### config.mk
export PLATFORM = sky130hd
export DESIGN_NAME = mbc_outq
export DESIGN_NICKNAME = d
export VERILOG_FILES = /design/src/rtl/mbc_pkg.sv /design/src/rtl/mbc_outq.sv
export SDC_FILE = /design/constraint.sdc
export NUM_CORES = 1
export LEC_CHECK = 0
export BUFFER_PORTS_ARGS = -buffer_cell sky130_fd_sc_hd__buf_4
export CAP_MARGIN = 20
export CELL_PAD_IN_SITES_DETAIL_PLACEMENT = 0
export CELL_PAD_IN_SITES_GLOBAL_PLACEMENT = 2
export CORE_ASPECT_RATIO = 1.1
export CORE_UTILIZATION = 41
export DETAILED_ROUTE_END_ITERATION = 8
export PLACE_DENSITY_LB_ADDON = 0.08
export SYNTH_ARGS = -nofsm -noshare
export SYNTH_HDL_FRONTEND = slang
export SYNTH_SLANG_ARGS = --single-unit
### constraint.sdc
create_clock -name clk -period 6 [get_ports clk]
set_clock_uncertainty 0.1 [all_clocks]
set_input_delay 0.6 -clock clk [delete_from_list [all_inputs] [get_ports clk]]
set_output_delay 0.6 -clock clk [all_outputs]
set_load 0.005 [all_outputs]
### src/rtl/mbc_pkg.sv
package mbc_pkg;

  localparam int LETTERS = 5;
  localparam int POS_W   = 10;
  localparam int CODE_W  = 3;
  localparam int ASCII_W = 8;
  localparam int CHAR_W  = 8;
  localparam int LEN_W   = 11;

  localparam logic [LEN_W-1:0] LEN_RESET = 11'd1024;

  localparam logic KIND_ADD  = 1'b0;
  localparam logic KIND_CALL = 1'b1;

  localparam logic [CODE_W-1:0] CODE_N = 3'd0;
  localparam logic [CODE_W-1:0] CODE_A = 3'd1;
  localparam logic [CODE_W-1:0] CODE_C = 3'd2;
  localparam logic [CODE_W-1:0] CODE_G = 3'd3;
  localparam logic [CODE_W-1:0] CODE_T = 3'd4;

  // result queue: three-entry circular buffer
  localparam int OUTQ_DEPTH = 3;
  localparam int OUTQ_PTR_W = 2;
  localparam int OUTQ_CNT_W = 2;

  typedef struct packed {
    logic              valid;
    logic              is_call;
    logic              in_range;
    logic              in_len;
    logic [CODE_W-1:0] letter;
  } s1_ctl_t;

  typedef struct packed {
    logic [POS_W-1:0]   position;
    logic [CODE_W-1:0]  code;
    logic [ASCII_W-1:0] ascii;
  } res_t;

  function automatic logic [CODE_W-1:0] letter_of(input logic [CHAR_W-1:0] ch);
    logic [CODE_W-1:0] code;
    case (ch)
      "a", "A": code = CODE_A;
      "c", "C": code = CODE_C;
      "g", "G": code = CODE_G;
      "t", "T": code = CODE_T;
      default:  code = CODE_N;
    endcase
    return code;
  endfunction

  function automatic logic [ASCII_W-1:0] ascii_of(input logic [CODE_W-1:0] code);
    logic [ASCII_W-1:0] ch;
    case (code)
      CODE_A:  ch = "a";
      CODE_C:  ch = "c";
      CODE_G:  ch = "g";
      CODE_T:  ch = "t";
      default: ch = "n";
    endcase
    return ch;
  endfunction

endpackage

### src/rtl/mbc_outq.sv
module mbc_outq (
  input  logic          clk,
  input  logic          rst_n,
  input  logic          push,
  input  mbc_pkg::res_t push_data,
  output logic          out_valid,
  input  logic          out_ready,
  output mbc_pkg::res_t out_data,
  output logic [mbc_pkg::OUTQ_CNT_W-1:0] count
);
  import mbc_pkg::*;

  res_t                  q_r [OUTQ_DEPTH];
  logic [OUTQ_PTR_W-1:0] rd_ptr_r;
  logic [OUTQ_PTR_W-1:0] wr_ptr_r;
  logic [OUTQ_CNT_W-1:0] count_r;
  logic                  pop;

  assign out_valid = (count_r != '0);
  assign out_data  = q_r[rd_ptr_r];
  assign pop       = out_valid && out_ready;
  assign count     = count_r;

  function automatic logic [OUTQ_PTR_W-1:0] ptr_inc(input logic [OUTQ_PTR_W-1:0] p);
    return (p == OUTQ_PTR_W'(OUTQ_DEPTH - 1)) ? '0 : p + 1'b1;
  endfunction

  always_ff @(posedge clk) begin
    if (push) begin
      q_r[wr_ptr_r] <= push_data;
    end
    if (!rst_n) begin
      rd_ptr_r <= '0;
      wr_ptr_r <= '0;
      count_r  <= '0;
    end else begin
      if (push) begin
        wr_ptr_r <= ptr_inc(wr_ptr_r);
      end
      if (pop) begin
        rd_ptr_r <= ptr_inc(rd_ptr_r);
      end
      case ({push, pop})
        2'b10:   count_r <= count_r + 1'b1;
        2'b01:   count_r <= count_r - 1'b1;
        default: count_r <= count_r;
      endcase
    end
  end

  a_no_overflow: assert property (@(posedge clk) disable iff (!rst_n)
    !(push && !pop && count_r == OUTQ_CNT_W'(OUTQ_DEPTH)))
    else $error("result queue overflow");

endmodule

Yosys cells after proc, flatten, opt, wreduce, memory -nomap -nowiden
Memories as Yosys holds them, arrays and structs flattened. A register that Yosys moved wholly into a read port is not among the register bits.
Index checks and enable logic that the tools add are counted.

storage, ports and cells
  memories kept = 1
  word-level logic and storage cells = 22
  bits in writable memories = 63
  bits in latches = 0
  flip-flop bits (word level) = 6
  ROM bits = 0

operators by class
  multiply operators = 0
  multiplexer cells = 7
  eq/ne operators = 4
  order comparisons = 0
  reduce and logical (&&, ||, !) cells = 3
  add/subtract/negate cells = 4
  div/mod/pow operators = 0
  shift operators = 0
  bitwise gates (word level) = 0

memory list
  name  words  width  read ports  clocked after Yosys merged registers in  wr ports  line            source
  q_r   3      21     1           1                                        1         mbc_outq.sv:13  res_t q_r [OUTQ_DEPTH];

operators by type and width
  operator                                                            count
  2-bit 2-to-1 mux                                                    4
  2-bit by 1-bit adder with 2-bit output, second input constant       3
  2-bit == test, second input constant                                3
  2-bit one-hot mux with 2 select lines                               1
  2-bit nonzero test                                                  2
  2-bit by 1-bit == test with 1-bit output, second input constant     1
  1-bit 2-to-1 mux                                                    2
  2-bit by 1-bit subtractor with 2-bit output, second input constant  1
  1-bit logical AND                                                   1

Depth between registers and ports, before layout
  depth after elaboration = 4
  gate-level depth with buffers = 6

Worst setup path after synthesis
OpenSTA, ideal clock, no wires.

  kind = in2reg
  from = input port push
  to = memory q_r[1][0] (netlist bit), enable pin
  stages = 2
  data arrival time = 2.279 ns
  path slack = 3.188 ns
  cells stage by stage = inv_2 > nor3b_1

between the ends
  word-level cells in the longest chain between the ends = 2

RTL lines
  item                                    line            source
  from (decl)                             mbc_outq.sv:4   input logic push,
  1-bit 2-to-1 mux                        mbc_outq.sv:29  if (push) begin
  1-bit 2-to-1 mux (implied by the code)  mbc_outq.sv:30  q_r[wr_ptr_r] <= push_data;
  to (decl)                               mbc_outq.sv:13

Every way passes these cells.

==> metrics <==
run status completed; nets 249; nature of the critical path endpoint output pin; Max FO, Critical Path 12; die footprint 6771 um2; post-route insts no fill 308; Netlist Area Pre-Place 2643 um2; post-synthesis adder-cell area fraction 0.4735%; chip width 78.55 um; CORE AREA 6193 um2; final setup fails 0; 1st-iter DRT viols 41; Chip Height 86.20 um; Max Root-Sink Buffers 2; clk slew on worst S/H paths 0.07 ns; Mapped Nets 192; total power per unit cell area 359.4 nW/um2; Slew headroom 55.66%; Seq cells post-synth 71; vias per cell 4.727; WHS 0.3548 ns; WS Path Type reg -> out; placed insts 292; drt drc 0; clock network latency to the later pin of the worst-skew pair 0.33 ns; Max rail drop VDD 0.1896 mV; sum of negative setup slack 0 ns; vias in the first global route 1500; GRT Total Usage 14.56%; startpoint types flop; # diodes 0; register area share after synthesis 77.65%; Slew Limit Fails 0; Clock Tree Root clkbuf_8; max-cap viol count 0; Worst EP arrival 1.77 ns; RSZ-0062 raised after global routing false; Critical Path RT 5.30 ns; Port Buffers 48; Avg Cell Area, Syn 15.92 um2; most frequent cells in the layout 63 x edfxtp_1, 51 x buf_4, 24 x nand2_1; Routed WL per cell 14.38 um; yosys warns 0; cells after synthesis 166; hold crit path type in -> reg; maximum number of pins on one net before global-route repair 43; commonest non-fill, non-tap cell in the layout edfxtp_1; area share of and/or/nand/nor cells after synthesis 5.777%; Initial Utilization 42.67%; final hold violations 0; share of cells above drive strength 1 32.46%; TritonCTS clock tree built; largest family of logic cells by synthesized area multiplexers; Syn-to-layout area delta 26.94%; Hold-fix buffers, CTS 0; final core utilization 54.16%; CTS resizes 0; Pre-antenna DRT Iters 4; final wirelength 4428 um; Cell variety after synth 23; Leakage 1.179 nW; Num Clock Sinks 71; setup bufs post-CTS 0; cts bufs inserted 9; Row Count 30; Congestion Overflow GR 0; fmax 404.3 MHz; fillers 552; Post-Synth XOR/XNOR Area 0.6629%; gpl congestion 0.6844; IO Pins 49; Compound-Gate Fraction of Synth Area 5.919%; Final ANT Viol Nets 0; htree depth 3; fin crit share 41.22%; post-synthesis mux area share 7.955%; Post-DP HPWL 2773 um; via count 1456; first-pass GRT wire length 7031 um; min Tclk post-route 2.473 ns; Least-Margin Pin Slew 0.6642 ns; antenna violations before repair 0
## metrics by stage
| step | cell area (um2) | setup WS (ns) | total power [mW] |
|---|---|---|---|
| floorplan | 2643 | 3.188 | 0.7192 |
| global placement | 3104 | 3.558 | 0.8261 |
| detailed placement | 3147 | 3.850 | 0.8409 |
| CTS | 3354 | 3.479 | 1.221 |
| global route | 3354 | 3.384 | 1.261 |
| finish | 3354 | 3.527 | 1.206 |
## cells by family after synthesis
kind of cell | after synthesis
compound gates | 28
xor+xnor | 2
fa+ha+maj | 1
buf+inv | 9
flops | 71
mux | 21
simple gates | 34
## critical path, stage by stage (launching register included)
cell and delay [ns]:
dfxtp_1 0.75, buf_16 0.23, mux2i_1 0.21, o21ai_1 0.09, buf_4 0.15
## where the power goes
group | switching (mW) | total (mW) | internal (mW)
Clock | 0.168 | 0.381 | 0.214
Sequential | 0.0257 | 0.596 | 0.570
Combinational | 0.0948 | 0.228 | 0.133
## registers in the layout, summed over array words and instances, names as in the netlist, named ones only
register,count
count,2
q_r,63
rd_ptr_r,2
wr_ptr_r,2
## final timing paths
check | end | startpoint | slack, ns | cells after the start
worst max register to register | count[1] | count[0] | 4.34 | 5
worst max-delay path | out_data[17] | flop | 3.53 | 4
worst min-delay path | q_r[0][6] | push_data[6] | 0.35 | 1
worst min register to register | rd_ptr_r[0] | rd_ptr_r[0] | 0.39 | 2
## routing by layer
layer  up-vias  routed length [um]  global-route usage [%]  share of wire [%]
met3         8                 210                   3.474                4.7
met2        38                2208                   24.98                 50
met4         0                  89                   8.081                2.0
met5         -                   0                       0                  0
li1        733                   -                       -                  -
met1       677                1919                   16.74                 43
## cell type report
type | instances | area (um2) | area share [%]
clock buffers | 11 | 151.4 | 4.513
well taps | 80 | 100.1 | 2.984
repair buffers | 53 | 425.4 | 12.68
flip-flops and latches | 71 | 2052 | 61.17
clock inverters | 5 | 56.30 | 1.678
inverters | 2 | 7.507 | 0.2238
multi-input cells | 86 | 561.8 | 16.75
## cells in the mapped netlist, drive strengths merged
master,instances,area share [%]
inv,2,0.28
ha,1,0.47
or3,2,0.47
mux2i,21,8.0
o21ai,23,4.5
edfxtp,63,72
nor2b,2,0.47
nor3b,1,0.28
or2,1,0.24
nor2,1,0.14
o21a,2,0.57
a21boi,3,0.85
or3b,1,0.33
and2,1,0.24
xnor2,2,0.66
dfxtp,8,6.1
nand2,24,3.4
nor3,1,0.19
clkbuf,5,0.71
buf,2,0.57
Note: power is estimated with default switching activity, not from simulation.
