`src/rtl/mbc_pkg.sv`:
```
package mbc_pkg;

  localparam int LETTERS = 5;
  localparam int POS_W   = 10;
  localparam int CODE_W  = 3;
  localparam int ASCII_W = 8;
  localparam int CHAR_W  = 8;
  localparam int LEN_W   = 11;

  localparam logic [LEN_W-1:0] LEN_RESET = 11'd1024;

  localparam logic KIND_ADD  = 1'b0;
  localparam logic KIND_CALL = 1'b1;

  localparam logic [CODE_W-1:0] CODE_N = 3'd0;
  localparam logic [CODE_W-1:0] CODE_A = 3'd1;
  localparam logic [CODE_W-1:0] CODE_C = 3'd2;
  localparam logic [CODE_W-1:0] CODE_G = 3'd3;
  localparam logic [CODE_W-1:0] CODE_T = 3'd4;

  // result queue: three-entry circular buffer
  localparam int OUTQ_DEPTH = 3;
  localparam int OUTQ_PTR_W = 2;
  localparam int OUTQ_CNT_W = 2;

  typedef struct packed {
    logic              valid;
    logic              is_call;
    logic              in_range;
    logic              in_len;
    logic [CODE_W-1:0] letter;
  } s1_ctl_t;

  typedef struct packed {
    logic [POS_W-1:0]   position;
    logic [CODE_W-1:0]  code;
    logic [ASCII_W-1:0] ascii;
  } res_t;

  function automatic logic [CODE_W-1:0] letter_of(input logic [CHAR_W-1:0] ch);
    logic [CODE_W-1:0] code;
    case (ch)
      "a", "A": code = CODE_A;
      "c", "C": code = CODE_C;
      "g", "G": code = CODE_G;
      "t", "T": code = CODE_T;
      default:  code = CODE_N;
    endcase
    return code;
  endfunction

  function automatic logic [ASCII_W-1:0] ascii_of(input logic [CODE_W-1:0] code);
    logic [ASCII_W-1:0] ch;
    case (code)
      CODE_A:  ch = "a";
      CODE_C:  ch = "c";
      CODE_G:  ch = "g";
      CODE_T:  ch = "t";
      default: ch = "n";
    endcase
    return ch;
  endfunction

endpackage

```
`src/rtl/mbc_vote.sv`:
```
module mbc_vote #(
  parameter int COUNT_BITS = 16
) (
  input  mbc_pkg::s1_ctl_t                          ctl,
  input  logic [mbc_pkg::POS_W-1:0]                 position,
  input  logic [mbc_pkg::LETTERS*COUNT_BITS-1:0]    row_cur,
  output logic                                      wr_en,
  output logic [mbc_pkg::LETTERS*COUNT_BITS-1:0]    row_nxt,
  output logic                                      res_push,
  output mbc_pkg::res_t                             res
);
  import mbc_pkg::*;

  logic [COUNT_BITS-1:0] cnt [LETTERS];
  logic [COUNT_BITS-1:0] best;
  logic [CODE_W-1:0]     win;
  logic [CODE_W-1:0]     code;

  always_comb begin
    for (int j = 0; j < LETTERS; j++) begin
      cnt[j] = row_cur[j*COUNT_BITS +: COUNT_BITS];
    end

    // scan n,a,c,g,t; strict compare keeps the earlier letter on a tie
    best = '0;
    win  = CODE_N;
    for (int j = 0; j < LETTERS; j++) begin
      if (cnt[j] > best) begin
        best = cnt[j];
        win  = CODE_W'(j);
      end
    end

    // saturating vote for the base's letter; a call clears the row instead
    row_nxt = row_cur;
    for (int j = 0; j < LETTERS; j++) begin
      if (CODE_W'(j) == ctl.letter && cnt[j] != '1) begin
        row_nxt[j*COUNT_BITS +: COUNT_BITS] = cnt[j] + 1'b1;
      end
    end
    if (ctl.is_call) begin
      row_nxt = '0;
    end

    wr_en = ctl.valid && ctl.in_range && (ctl.is_call || ctl.in_len);

    code         = ctl.in_range ? win : CODE_N;
    res.position = position;
    res.code     = code;
    res.ascii    = ascii_of(code);
    res_push     = ctl.valid && ctl.is_call;
  end

endmodule

```
`config.mk`:
```
export PLATFORM = sky130hd
export DESIGN_NAME = mbc_vote
export DESIGN_NICKNAME = d
export VERILOG_FILES = /design/src/rtl/mbc_pkg.sv /design/src/rtl/mbc_vote.sv
export SDC_FILE = /design/constraint.sdc
export NUM_CORES = 1
export LEC_CHECK = 0
export ABC_AREA = 1
export ABC_CLOCK_PERIOD_IN_PS = 14800
export BUFFER_PORTS_ARGS = -buffer_cell sky130_fd_sc_hd__buf_2
export CAP_MARGIN = 30
export CORE_MARGIN = 3
export CORE_UTILIZATION = 54
export DETAILED_ROUTE_END_ITERATION = 7
export PLACE_DENSITY = 0.88
export SLEW_MARGIN = 20
export SYNTH_ARGS = -nofsm -noshare
export SYNTH_HDL_FRONTEND = slang
export SYNTH_SLANG_ARGS = --single-unit
export TNS_END_PERCENT = 5
```
`constraint.sdc`:
```
create_clock -name vclk -period 14.8
set_input_delay 0.74 -clock vclk [all_inputs]
set_output_delay 0.74 -clock vclk [all_outputs]
set_load 0.01 [all_outputs]
```
==> Yosys cells after proc, flatten, opt, wreduce, memory -nomap -nowiden <==
Cells that the tools add are included.
{ "totals": {"reg_bits": 0, "output_inout_bits": 103} }
{ "op_classes": {"n_addsub": 5, "n_lt_le_gt_ge": 5, "eq_ne": 13, "n_mux": 16, "reduce_logical": 10} }
{ "ops": {"columns": ["op", "n"], "rows": [
  ["16-bit two-way mux", 9],
  ["16-bit by 1-bit adder with 16-bit output, second input constant", 5],
  ["80-bit two-way mux", 1],
  ["16-bit inequality test, second input constant", 5],
  ["16-bit > comparator", 4],
  ["5-bit one-hot mux with 4 select lines", 1],
  ["16-bit by 1-bit > comparator with 1-bit output, second input constant", 1],
  ["3-bit two-way mux", 4],
  ["1-bit logical AND", 8],
  ["2-bit by 3-bit equality test with 1-bit output, first input constant", 2],
  ["3-bit by 2-bit equality test with 1-bit output, second input constant", 2],
  ["1-bit by 3-bit equality test with 1-bit output, first input constant", 1],
  ["3-bit by 1-bit equality test with 1-bit output, second input constant", 1],
  ["3-bit equality test, first input constant", 1],
  ["3-bit equality test, second input constant", 1],
  ["3-bit logical NOT", 1],
  ["1-bit logical OR", 1],
  ["1-bit two-way mux", 1]
]} }

==> Longest topological paths before layout <==
Gate-level depths: netlist (run 1).
{ "logic_depth": {"depth_word": 13, "ltp_mapped": 59} }

==> Worst setup path before layout (run 1) <==
OpenSTA, ideal clock, no wires.
{ "synth_timing": {"kind": "in2out", "startpoint": "in row_cur[0] (netlist name)", "endpoint": "out res[2] (netlist name)", "arrival_time_ns": 6.350, "required_ns": 14.060, "setup_slack_ns": 7.710, "stages": 53, "path_cell_list": "inv_1 > ha_1 > nand3_1 > nor2_1 > nand4_1 > nand2_1 > ha_1 > nand2_1 > nand2_1 > nand2_1 > nand2_1 > nand2_1 > nand2_1 > nand2_1 > nand2_2 > nand2_4 > clkbuf_1 > nand2_1 > [... 17 more ...] > nand2_1 > o2111ai_1 > nand2_1 > buf_2 > o21ai_1 > ha_1 > inv_1 > nor2_1 > nor2_1 > nor2_1 > a211oi_1 > o221ai_1 > nand2_1 > o2111ai_1 > a21oi_1 > nand2_1 > nand2_1 > nand2_1"} }
{ "synth_rtl": {"columns": ["item", "line", "rtl"], "rows": [
  ["start: declaration", "mbc_vote.sv:6", "input logic [mbc_pkg::LETTERS*COUNT_BITS-1:0] row_cur,"],
  ["end: declaration", "mbc_vote.sv:10", "output mbc_pkg::res_t res"]
]} }

==> flow_summary.ini, run 1 <==
[floorplan]
die_h_um = 96.2
design.die.area_sq_mm = 0.00925
core_sq_mm = 0.00781
rows = 32
die_w_um = 96.2
io_pins = 200
start_util = 0.562

[layout]
fill_cells = 773
final_common_cell = buf_2
multiInputGateArea_sq_mm = 0.00374
drive_gt1_frac = 0.235
antenna_cells = 0
stdcell_count = 1054
post-route-util = 0.671
synthToLayoutAreaGrowth_pct = 19.4
final_cell_mix = buf_2 (177), nand2_1 (167), inv_1 (118)
nFlopsAndLatches = 0
register_area_sq_um = 0
nets = 1120
fin_area_sq_mm = 0.00524
clkbuf_count = 0

[job]
maxCapViolations = 0

[logic_synthesis]
synth_compound_area_frac = 0.259
synthSimpleGateAreaFrac = 0.386
synth_xor_area_frac = 0.00798
syn_avg_cell_area_sq_um = 5.48
synth_top_area_share = 0.197
syn_area_sq_mm = 0.00439
synth.largest_area_cell = ha_1
synthAdderAreaFrac = 0.197
synth_top_family_by_area = simple AND/OR/NAND/NOR gates
synthTopCellsByArea = ha_1 (20%), nand2_1 (14%), inv_1 (10%), a21oi_1 (9.2%), o21ai_0 (8.2%)
ys_seq_area_frac = 0
synth.distinct_cells = 44
ys_warn_count = 0
muxShareOfSynthArea = 0
synthCells = 801

[sta]
fin_crit_ns = 8.34
setup_viol_count_final = 0
rsz0062_at_grt = false
finalSetupTns_ns = 0
maxSlewHeadroom = 0.630
hold_viol_final = 0
fin_crit_sh = 0.564
fmax_mhz = 120
drv_slew = 0
worstMarginPinSlew_ns = 0.554

[global_routing]
grt_pass1_wl_um = 22100
grt_overflow = 0
antenna_found_initial = 0
grt_max_degree = 36
first_global_vias = 5097
globalRouteTotalUtil = 0.285

[placed_design]
place_hpwl_um = 11700
portBuffers = 177
dp.cells = 1053
placed_area_sq_mm = 0.00523
place.gp.congestion = 0.945

[status]
status = complete, no violations

[clocking]
cts_resized = 0
cts_hold_buf = 0
postCtsSetupBuffers = 0

[worst_setup_path]
cp_slowest_cell = nand2_1
cpPeakStageDelay_ns = 0.43
required_ns = 14.06
cp-end-kind = primary output
path_max_fanout = 34
crit_top_cell = nand2_1
worst_setup_path_start_kind = input port
cp.arrival_ns = 7.60
crit_type = in2out

[routing]
drt_iter0_drc = 330
vias_per_cell = 5.48
dr.pass1.iters = 5
final_antenna_net_count = 0
wirelength_um = 13900
route.detailed.drc = 0
wire_per_inst_um = 13.2
vias = 5779

[min_path]
hold_path_class = in2out
hold_depth = 0

[pwr]
power_w = 0.000256
ir_drop_uv = 19.0
p_per_area_mw_per_mm2 = 48.9
p_leak_nw = 2.90
## cell usage after synthesis, types with 3 or more instances
cell and count:
nand2_1 167, inv_1 118, a21oi_1 81, nor2_1 76, o21ai_0 72, ha_1 69, nand3_1 39, nor3_1 31
nand4_1 18, o21ai_2 15, buf_4 13, clkbuf_1 12, nand2_2 9, o21ai_1 9, nor3b_1 8, a211oi_1 6
nor4_1 6, nor2_2 5, nor3_2 5, o21a_1 5, inv_2 4, xor2_1 3
## cell families (layout without fill, tap and decap cells)
group | after synthesis | after routing
buffers and inverters | 153 | 303
AND/OR/NAND/NOR | 372 | 372
XOR/XNOR | 4 | 4
adder cells (fa/ha/maj) | 69 | 69
AO/OA/AOI/OAI | 201 | 201
other | 2 | 3
## where the power goes
group / switching [W] / internal (W)
sequential: 0 / 0
combinational: 0.000160 / 0.0000967
clock: 0 / 0
## worst paths after layout
kind                   startpoint  endpoint  slack (ns)
worst min-delay path  position[0]   res[11]        1.48
worst max-delay path   row_cur[0]    res[1]        6.46
## layer usage
layer  wire length [um]  GRT usage  part of all wire  vias to the layer above
met3               1190     0.0305             0.085                       32
li1                   -          -                 -                     3000
met2               6480      0.518              0.47                      266
met1               5910      0.351              0.42                     2481
met4                342     0.0770             0.025                        0
met5                  0          0                 0                        -
## final cells by class
class                      count  share of cell area
tap                          102              0.0243
multi-input combinational    649               0.714
inverter                     123              0.0881
timing repair buffer         180               0.174
## critical path, delay by kind of cell
family	cells	cell delay [ns]
compound gates	12	2.05
fa+ha+maj	5	1.15
buf+inv	7	0.60
simple gates	30	3.01
## through the flow
| step | hold WS (ns) | setup slack, ns |
|---|---|---|
| 6_report | 1.48 | 6.46 |
| 5_1_grt | 1.48 | 5.71 |
| 3_3_place_gp | 1.48 | 6.41 |
| 4_1_cts | 1.48 | 6.20 |
| 3_5_place_dp | 1.48 | 6.21 |
| 2_1_floorplan | 1.56 | 7.71 |
Power figures use the tool's default switching activity.
==> inputs of run 2 (changes only) <==
ABC_CLOCK_PERIOD_IN_PS = 6700   (was 14800)
CORE_UTILIZATION = 46   (was 54)
PLACE_DENSITY = 0.8   (was 0.88)
clock period = 6.7 ns   (was 14.8 ns; I/O delays follow)
==> run 2 against run 1 <==
Compared with the run above:
- global-route usage down 3.3 points
- die area up 16%
- non-clock buffer count up 66
- final cell count up 9.1%
==> flow_summary.ini, run 2 (same netlist as run 1, synthesis figures left out) <==
[status]
status = complete, no violations

[sta]
setup_slack_ns = 0.0533
drv_slew = 0
rsz0062_at_grt = true
hold_viol_final = 0
whs_ns = 0.670
maxSlewHeadroom = 0.529
worstMarginPinSlew_ns = 0.705
fmax_mhz = 150
fin_crit_ns = 6.65
fin_crit_sh = 0.992
setup_viol_count_final = 0

[layout]
clkbuf_count = 0
final_common_cell = buf_2
register_area_sq_um = 0
post-route-util = 0.643
nets = 1189
fill_cells = 901
drive_gt1_frac = 0.305
nFlopsAndLatches = 0
final_cell_mix = buf_2 (177), nand2_1 (164), inv_1 (115)
antenna_cells = 0
synthToLayoutAreaGrowth_pct = 35.3
fin_area_sq_mm = 0.00594

[routing]
route.detailed.drc = 0
wire_per_inst_um = 13.0
final_antenna_net_count = 0
vias_per_cell = 5.23
wirelength_um = 14900
drt_iter0_drc = 323
vias = 6012
dr.pass1.iters = 6

[placed_design]
place.gp.congestion = 0.927
place_hpwl_um = 12500
dpl_worst_slack_ns = -0.238
placed_area_sq_mm = 0.00576
portBuffers = 177

[worst_setup_path]
crit_type = in2out
worst_setup_path_start_kind = input port
cp.arrival_ns = 6.31
cp-end-kind = primary output
cpPeakStageDelay_ns = 0.31
required_ns = 6.36
cp_slowest_cell = ha_1
crit_top_cell = nand2_1
path_max_fanout = 17

[pwr]
switching_share = 0.550
p_int_w = 0.000322
pwr-share-clk = 0
p_sw_w = 0.000394
p_seq_frac = 0
p_comb_frac = 1.000
ir_drop_uv = 48.8
p_per_area_mw_per_mm2 = 121
p_leak_nw = 3.25

[global_routing]
grt_max_degree = 33
grt_pass1_wl_um = 23900
grt_overflow = 0
antenna_found_initial = 1
globalRouteTotalUtil = 0.252
first_global_vias = 5487

[floorplan]
io_pins = 200
core_sq_mm = 0.00924
start_util = 0.475
rows = 35
die_h_um = 104
die_w_um = 104
design.die.area_sq_mm = 0.0107

[clocking]
cts_hold_buf = 0

[job]
maxCapViolations = 0

[min_path]
hold_path_class = in2out
==> run 2: changes by cell type in the layout (fill, tap and decap cells not counted), sizes merged <==
cell and change:
buf +66, nand2 +3
==> run 2: worst paths after layout <==
path | startpoint | endpoint | depth (start not counted)
min | position[0] | res[11] | 0
max | row_cur[0] | res[2] | 51
==> run 2: cell type report <==
| class | instances | area [sq um] | area share |
|---|---|---|---|
| multi-input combinational | 652 | 3890 | 0.656 |
| timing repair buffer | 246 | 1420 | 0.239 |
| tap | 129 | 161 | 0.0272 |
| inverter | 123 | 462 | 0.0777 |
==> run 2: power groups by stage <==
stage / registers (W) / clock network, W / logic [W]
5_1_grt: 0 / 0 / 0.000811
6_report: 0 / 0 / 0.000716
3_3_place_gp: 0 / 0 / 0.000653
3_5_place_dp: 0 / 0 / 0.000668
2_1_floorplan: 0 / 0 / 0.000404
4_1_cts: 0 / 0 / 0.000687
==> run 2: worst max-delay path: cells and delay by family <==
kind                     cells  cell delay, ns
AND/OR/NAND/NOR             32            2.98
adder cells (fa/ha/maj)      5            1.26
AO/OA/AOI/OAI                7            0.86
buffers and inverters        7            0.83
==> run 2: repair_timing <==
| item | 4_1_cts | 5_1_grt |
|---|---|---|
| buffers inserted | 1 | 3 |
| gates resized for setup | 11 | 25 |
| pin swaps | 6 | 16 |
| endpoints found under the setup margin | 7 | 8 |
| endpoints found under the hold margin | 0 | 0 |
| cloned | 2 | 1 |
==> run 2: routing by layer <==
metal | share of wire | track usage | wire, um
met4 | 0.015 | 0.0361 | 231
met1 | 0.44 | 0.307 | 6500
met5 | 0.00087 | 0 | 13
met3 | 0.065 | 0.0318 | 970
met2 | 0.48 | 0.481 | 7190
==> run 2: stage by stage <==
stage / cells / setup TNS (ns) / total power [W]
2_1_floorplan: 802 / 0 / 0.000404
3_3_place_gp: 1144 / 0 / 0.000653
3_5_place_dp: 1144 / -1.12 / 0.000668
4_1_cts: 1147 / 0 / 0.000687
5_1_grt: 1150 / -3.20 / 0.000811
6_report: 1150 / 0 / 0.000716
